==> src/hdl/nnd_pkg.sv <==
// Nearest-neighbor downscaler: shared types and constants.
// No dependencies; used by nearest_neighbor_downscaler.
`timescale 1ns / 1ps

package nnd_pkg;

	localparam int REG_W = 13;
	localparam int PIX_W = 8;
	localparam int CFG_IDX_W = 2;

	typedef logic [CFG_IDX_W-1:0] cfg_idx_t;

	localparam cfg_idx_t CFG_SOURCE_WIDTH  = 2'd0;
	localparam cfg_idx_t CFG_SOURCE_HEIGHT = 2'd1;
	localparam cfg_idx_t CFG_TARGET_WIDTH  = 2'd2;
	localparam cfg_idx_t CFG_TARGET_HEIGHT = 2'd3;

	typedef struct packed {
		logic [PIX_W-1:0] red;
		logic [PIX_W-1:0] green;
		logic [PIX_W-1:0] blue;
	} rgb_t;

endpackage

==> src/hdl/nearest_neighbor_downscaler.sv <==
// Nearest-neighbor downscaler, top level.
// Each word passes the input register, then the output register; while the
// output is stalled the word waits in the input register.
// Throughput: one word per cycle unless the output stalls; input register,
// one pass of counter and accumulator update logic, output register.
// Reset (arst_n, async, active low): sizes 1920x1080 -> 1920x1080, counters
// restart on frame_start and on the first word after reset or any cfg write.
// Depends on nnd_pkg.
`timescale 1ns / 1ps

module nearest_neighbor_downscaler #(
	parameter int MAX_WIDTH  = 4096,
	parameter int MAX_HEIGHT = 4096
) (
	input  logic                          clk,
	input  logic                          arst_n,
	input  logic                          cfg_we,
	input  nnd_pkg::cfg_idx_t             cfg_index,
	input  logic [nnd_pkg::REG_W-1:0]     cfg_data,
	input  logic                          s_tvalid,
	output logic                          s_tready,
	input  logic [23:0]                   s_tdata,  // blue_in, green_in, red_in
	input  logic                          s_tuser,  // frame_start
	output logic                          m_tvalid,
	input  logic                          m_tready,
	output logic [23:0]                   m_tdata,  // red_out, green_out, blue_out
	output logic                          m_tlast,  // row_end
	output logic                          m_tuser   // frame_end
);

	localparam int CWW = $clog2(MAX_WIDTH + 1);
	localparam int CWH = $clog2(MAX_HEIGHT + 1);
	localparam int AWW = 2 * CWW + 1;
	localparam int AWH = 2 * CWH + 1;

	// configuration registers
	logic [nnd_pkg::REG_W-1:0] src_w_q, src_h_q, tgt_w_q, tgt_h_q;
	logic                      restart_q;

	// effective sizes
	logic [CWW-1:0] sw, tw;
	logic [CWH-1:0] sh, th;

	always_comb begin
		if (src_w_q == '0) begin
			sw = CWW'(1);
		end else if (int'(src_w_q) > MAX_WIDTH) begin
			sw = CWW'(MAX_WIDTH);
		end else begin
			sw = CWW'(src_w_q);
		end
		if (src_h_q == '0) begin
			sh = CWH'(1);
		end else if (int'(src_h_q) > MAX_HEIGHT) begin
			sh = CWH'(MAX_HEIGHT);
		end else begin
			sh = CWH'(src_h_q);
		end
		if (tgt_w_q == '0) begin
			tw = CWW'(1);
		end else if (int'(tgt_w_q) > int'(sw)) begin
			tw = sw;
		end else begin
			tw = CWW'(tgt_w_q);
		end
		if (tgt_h_q == '0) begin
			th = CWH'(1);
		end else if (int'(tgt_h_q) > int'(sh)) begin
			th = sh;
		end else begin
			th = CWH'(tgt_h_q);
		end
	end

	// input stage
	logic              valid_s1;
	nnd_pkg::rgb_t     pix_s1;
	logic              fstart_s1;
	logic              advance;

	assign advance  = !m_tvalid || m_tready;
	assign s_tready = !valid_s1 || advance;

	// position state
	logic [CWW-1:0] sc_q, tc_q;
	logic [CWH-1:0] sr_q, tr_q;
	logic [AWW-1:0] cacc_q, clim_q;
	logic [AWH-1:0] racc_q, rlim_q;
	logic           rsel_q;

	logic           fire, restart;
	logic [CWW-1:0] sc, tc, tc_n;
	logic [CWH-1:0] sr, tr;
	logic [AWW-1:0] cacc, clim, cacc_n, sw2, tw2;
	logic [AWH-1:0] racc, rlim, sh2, th2;
	logic           rsel, rsel_n, keep, row_end, frame_end, row_wrap, frame_wrap;

	assign fire    = valid_s1 && advance;
	assign restart = restart_q || fstart_s1;
	assign sw2     = AWW'(sw) << 1;
	assign tw2     = AWW'(tw) << 1;
	assign sh2     = AWH'(sh) << 1;
	assign th2     = AWH'(th) << 1;

	always_comb begin
		sc   = restart ? '0 : sc_q;
		tc   = restart ? '0 : tc_q;
		sr   = restart ? '0 : sr_q;
		tr   = restart ? '0 : tr_q;
		cacc = restart ? AWW'(sw) : cacc_q;
		clim = restart ? tw2 : clim_q;
		racc = restart ? AWH'(sh) : racc_q;
		rlim = restart ? th2 : rlim_q;
		rsel = restart ? 1'b0 : rsel_q;

		rsel_n = (sc == '0) ? ((tr < th) && (racc < rlim)) : rsel;
		keep   = rsel_n && (tc < tw) && (cacc < clim);

		row_end   = (tc == sw - sw + tw - CWW'(1));
		frame_end = row_end && (tr == th - CWH'(1));

		tc_n   = keep ? tc + CWW'(1) : tc;
		cacc_n = keep ? cacc + sw2 : cacc;

		row_wrap   = (CWW'(sc + CWW'(1)) >= sw);
		frame_wrap = (CWH'(sr + CWH'(1)) >= sh);
	end

	always_ff @(posedge clk or negedge arst_n) begin
		if (!arst_n) begin
			src_w_q   <= nnd_pkg::REG_W'(1920);
			src_h_q   <= nnd_pkg::REG_W'(1080);
			tgt_w_q   <= nnd_pkg::REG_W'(1920);
			tgt_h_q   <= nnd_pkg::REG_W'(1080);
			restart_q <= 1'b1;
			valid_s1  <= 1'b0;
			m_tvalid  <= 1'b0;
			sc_q      <= '0;
			tc_q      <= '0;
			sr_q      <= '0;
			tr_q      <= '0;
			cacc_q    <= '0;
			clim_q    <= '0;
			racc_q    <= '0;
			rlim_q    <= '0;
			rsel_q    <= 1'b0;
		end else begin
			if (s_tvalid && s_tready) begin
				valid_s1 <= 1'b1;
			end else if (advance) begin
				valid_s1 <= 1'b0;
			end

			if (advance) begin
				m_tvalid <= fire && keep;
			end

			if (fire) begin
				restart_q <= 1'b0;
				rsel_q    <= rsel_n;
				if (row_wrap) begin
					sc_q   <= '0;
					tc_q   <= '0;
					cacc_q <= AWW'(sw);
					clim_q <= tw2;
					if (frame_wrap) begin
						sr_q   <= '0;
						tr_q   <= '0;
						racc_q <= AWH'(sh);
						rlim_q <= th2;
					end else begin
						sr_q   <= sr + CWH'(1);
						tr_q   <= rsel_n ? tr + CWH'(1) : tr;
						racc_q <= rsel_n ? racc + sh2 : racc;
						rlim_q <= rlim + th2;
					end
				end else begin
					sc_q   <= sc + CWW'(1);
					tc_q   <= tc_n;
					cacc_q <= cacc_n;
					clim_q <= clim + tw2;
					sr_q   <= sr;
					tr_q   <= tr;
					racc_q <= racc;
					rlim_q <= rlim;
				end
			end

			if (cfg_we) begin
				restart_q <= 1'b1;
				case (cfg_index)
					nnd_pkg::CFG_SOURCE_WIDTH:  src_w_q <= cfg_data;
					nnd_pkg::CFG_SOURCE_HEIGHT: src_h_q <= cfg_data;
					nnd_pkg::CFG_TARGET_WIDTH:  tgt_w_q <= cfg_data;
					nnd_pkg::CFG_TARGET_HEIGHT: tgt_h_q <= cfg_data;
					default: ;
				endcase
			end
		end
	end

	// payload registers
	nnd_pkg::rgb_t out_q;
	logic          last_q, user_q;

	always_ff @(posedge clk) begin
		if (s_tvalid && s_tready) begin
			pix_s1.blue  <= s_tdata[7:0];
			pix_s1.green <= s_tdata[15:8];
			pix_s1.red   <= s_tdata[23:16];
			fstart_s1    <= s_tuser;
		end
		if (advance) begin
			out_q  <= pix_s1;
			last_q <= row_end;
			user_q <= frame_end;
		end
	end

	assign m_tdata = {out_q.blue, out_q.green, out_q.red};
	assign m_tlast = last_q;
	assign m_tuser = user_q;

	// frame end only on the last word of a row
	assert property (@(posedge clk) disable iff (!arst_n)
		m_tvalid && m_tuser |-> m_tlast)
		else $error("frame end without row end");

	// target column never passes the target width
	assert property (@(posedge clk) disable iff (!arst_n)
		!restart_q |-> tc_q <= tw)
		else $error("target column out of range");

	// source column stays inside the row
	assert property (@(posedge clk) disable iff (!arst_n)
		!restart_q |-> sc_q < sw)
		else $error("source column out of range");

	// a stalled output holds the pending input word
	assert property (@(posedge clk) disable iff (!arst_n)
		valid_s1 && m_tvalid && !m_tready |=> valid_s1 && $stable(pix_s1))
		else $error("input stage lost a word under stall");

endmodule

==> config.mk <==
export PLATFORM = sky130hd
export DESIGN_NAME = nearest_neighbor_downscaler
export DESIGN_NICKNAME = d
export VERILOG_FILES = /design/src/hdl/nnd_pkg.sv /design/src/hdl/nearest_neighbor_downscaler.sv
export SDC_FILE = /design/constraint.sdc
export NUM_CORES = 1
export LEC_CHECK = 0
export ABC_CLOCK_PERIOD_IN_PS = 7500
export BUFFER_PORTS_ARGS = -buffer_cell sky130_fd_sc_hd__buf_2
export CAP_MARGIN = 20
export CORE_MARGIN = 2
export CORE_UTILIZATION = 25
export CTS_CLUSTER_SIZE = 20
export DETAILED_ROUTE_END_ITERATION = 8
export PLACE_DENSITY = 0.38
export SLEW_MARGIN = 40
export SYNTH_ARGS = -nofsm -noshare
export SYNTH_HDL_FRONTEND = slang
export SYNTH_SLANG_ARGS = --single-unit
==> constraint.sdc <==
create_clock -name clk -period 7.5 [get_ports clk]
set_input_delay 0.375 -clock clk [delete_from_list [all_inputs] [get_ports clk]]
set_output_delay 0.375 -clock clk [all_outputs]
set_load 0.05 [all_outputs]
==> impl_metrics.ini <==
[clock_network]
clkTransAtPathRegs_ns = 0.06
cts_made_buffers = 39
clock-sinks = 267
cts-root-buf = clkbuf_16
clock_tree.buffer_depth = 3
clock_latency_ns = 0.56
cts_tree = done
ctsHtreeMaxLevel = 2

[route]
post_drt_wl_per_cell_um = 20.3
drtIter0Drc = 1229
drc = 0
wl_mm = 70.3
vias_per_cell = 5.15
firstDrtPassIters = 7
routed-via-count = 17800
antenna_left = 0

[synth]
async_reset_ff_frac = 0.809
synth_edf_count = 51
synth_area_per_cell_um2 = 8.75
syn-num-nets = 2546
synth_area_mm2 = 0.0201
ys.flop_type = dfrtp_1
synthCells = 2299
ys_types = 90
yosysWarnings = 0
ys_seq_elements = 267
synth_seq_area_share = 0.346

[sta]
setup-violations-final = 0
hold_viol_final = 0
slew_headroom = 0.400
rsz0062_at_grt = false
skew_ns = 0.0143
period_share = 0.937
timing.setup.tns_ns = 0
tightest_slew_ns = 0.890
timing.hold.ws_ns = 0.0575
fin_crit_ns = 7.03
drv_slew = 0
clock.fmax_mhz = 142

[placement]
io_buffers = 72
dp_hpwl_mm = 50.6
gp_congestion = 0.826

[die]
dieWidth_um = 288
core_mm2 = 0.0802
fp.dieArea_mm2 = 0.0828
rows = 104
io_pins = 73
initial_core_util = 0.251
die_y_um = 288

[global_route]
grt_first_pass_wirelength_mm = 109
grt_max_degree = 181
grt_pass1_vias = 17600
antenna_found_initial = 2
gr-usage-all-layers = 0.169
grt_overflow = 0

[critical_path]
crit_arrival_ns = 7.47
worstPathRequired_ns = 7.94
crit_type = reg2reg
cpPeakStageDelay_ns = 0.63
crit_slowest_cell = or4_4
setup.worst_path.start_class = flop
end_kind = flop
crit_fanout = 13

[cells_and_area]
area_growth_pct = 16.4
layout-drive-gt1-share = 0.124
diodes = 0
nets = 2616
fillers = 8522

[pwr]
power_leakage_uw = 0.0104
peakVddDrop_v = 0.000155
pwr_density_cell_mw_per_mm2 = 339

[min_path]
hold_class = in2reg

[status]
status = finished clean

[flow_run]
maxCapViolations = 0
[placed cells by master, fill, tap and decap left out, types with 37 or more instances in the layout]
master	count
inv_1	116
xnor2_1	63
nand2_1	262
nor2_1	141
nand3_1	64
clkbuf_16	39
a21oi_1	127
and2_1	49
mux2_2	53
a31oi_1	40
edfxtp_1	51
nand4_1	54
buf_4	37
xor2_1	39
a21o_1	54
ha_1	197
nor3_1	55
o21ai_0	194
buf_2	71
dfrtp_1	199
[where the power goes]
group | internal [µW] | leakage, µW | switching [µW]
Combinational | 1500 | 0.00643 | 2520
Clock | 1200 | 0.000646 | 757
Sequential | 1770 | 0.00330 | 212
Total | 4470 | 0.0104 | 3480
[per-stage QoR]
stage          setup slack [ns]  cell area (µm²)  instances   util  power, µW
6_report                  0.473            23400       3458  0.292       7950
5_1_grt                  0.0225            23400       3458  0.292       8570
4_1_cts                   0.247            23400       3458  0.292       8020
3_5_place_dp              0.272            21800       3362  0.272       5970
3_3_place_gp              0.353            21800       3361  0.271       5930
2_1_floorplan              1.19            20100       2299      -       4790
[layer usage]
layer  GRT usage  up-vias  share of wire
li1            -     8549              -
met1       0.240     8733           0.49
met2       0.268      436           0.44
met3      0.0223       95          0.045
met4      0.0427        2          0.022
met5           0        -        0.00018
[registers in the layout, indices dropped and copies added (netlist names), 24 cells and up]
| signal | flops |
|---|---|
| cacc_q | 27 |
| clim_q | 27 |
| m_tdata | 24 |
| pix_s1 | 24 |
| racc_q | 27 |
| rlim_q | 27 |
[final cells by class]
class	count	area, µm²	area share
Timing Repair Buffer	141	1010	0.0431
Clock inverter	24	292	0.0124
Tap cell	1060	1330	0.0566
Inverter	118	447	0.0191
Clock buffer	46	1040	0.0445
Multi-Input combinational cell	1802	12400	0.527
Sequential cell	267	6960	0.297
[what timing repair did]
action,4_1_cts,5_1_grt
hold buffers,26,0
resized for setup,0,4
setup buffers,0,0
hold endpoints to repair,61,0
endpoints found under the setup margin,0,33
[critical path: cells and delay by family, from the launching register on]
family / cells / cell delay (ns)
buffers and inverters: 4 / 0.81
adders and majority gates: 2 / 0.62
DFF: 1 / 0.59
AOI/OAI and AO/OA: 11 / 2.35
and+or+nand+nor: 8 / 2.52
[worst paths after layout]
kind                                    startpoint                      to  slack, ns  depth (start not counted)
max in group asynchronous                   arst_n   racc_q[2]$_DFFE_PN0P_       5.83                          4
min                                       s_tvalid    valid_s1$_DFFE_PN0P_       0.06                          2
max reg2reg                src_h_q[12]$_DFFE_PN0P_   cacc_q[2]$_DFFE_PN0P_       0.47                         25
min in group asynchronous                   arst_n  clim_q[23]$_DFFE_PN0P_       0.31                          2
min reg2reg                   pix_s1[21]$_DFFE_PP_    m_tdata[5]$_DFFE_PP_       0.41                          0
max                        src_h_q[12]$_DFFE_PN0P_   cacc_q[2]$_DFFE_PN0P_       0.47                         25
[cells by family (layout without fill, tap and decap cells)]
group / after synthesis / after routing / share of synthesized area
AO/OA/AOI/OAI: 630 / 630 / 0.202
XOR/XNOR: 102 / 102 / 0.0444
adder cells (fa/ha/maj): 202 / 202 / 0.127
buffers and inverters: 230 / 329 / 0.0451
flip-flops: 267 / 267 / 0.346
multiplexers: 81 / 81 / 0.0444
AND/OR/NAND/NOR: 787 / 787 / 0.191
[synth_stat cells, types with 24 or more instances]
| cell | number | area [µm²] |
|---|---|---|
| a21o_1 | 54 | 405 |
| a21oi_1 | 129 | 646 |
| a31oi_1 | 41 | 257 |
| and2_1 | 51 | 319 |
| and3_1 | 34 | 213 |
| clkbuf_1 | 93 | 349 |
| dfrtp_1 | 199 | 4980 |
| edfxtp_1 | 51 | 1530 |
| ha_1 | 197 | 2460 |
| inv_1 | 117 | 439 |
| mux2_2 | 53 | 597 |
| mux2i_1 | 26 | 260 |
| nand2_1 | 267 | 1000 |
| nand3_1 | 65 | 325 |
| nand4_1 | 54 | 338 |
| nor2_1 | 145 | 544 |
| nor3_1 | 56 | 280 |
| o211ai_1 | 24 | 180 |
| o21ai_0 | 197 | 986 |
| xnor2_1 | 63 | 552 |
| xor2_1 | 39 | 342 |
Power figures use the tool's default switching activity.
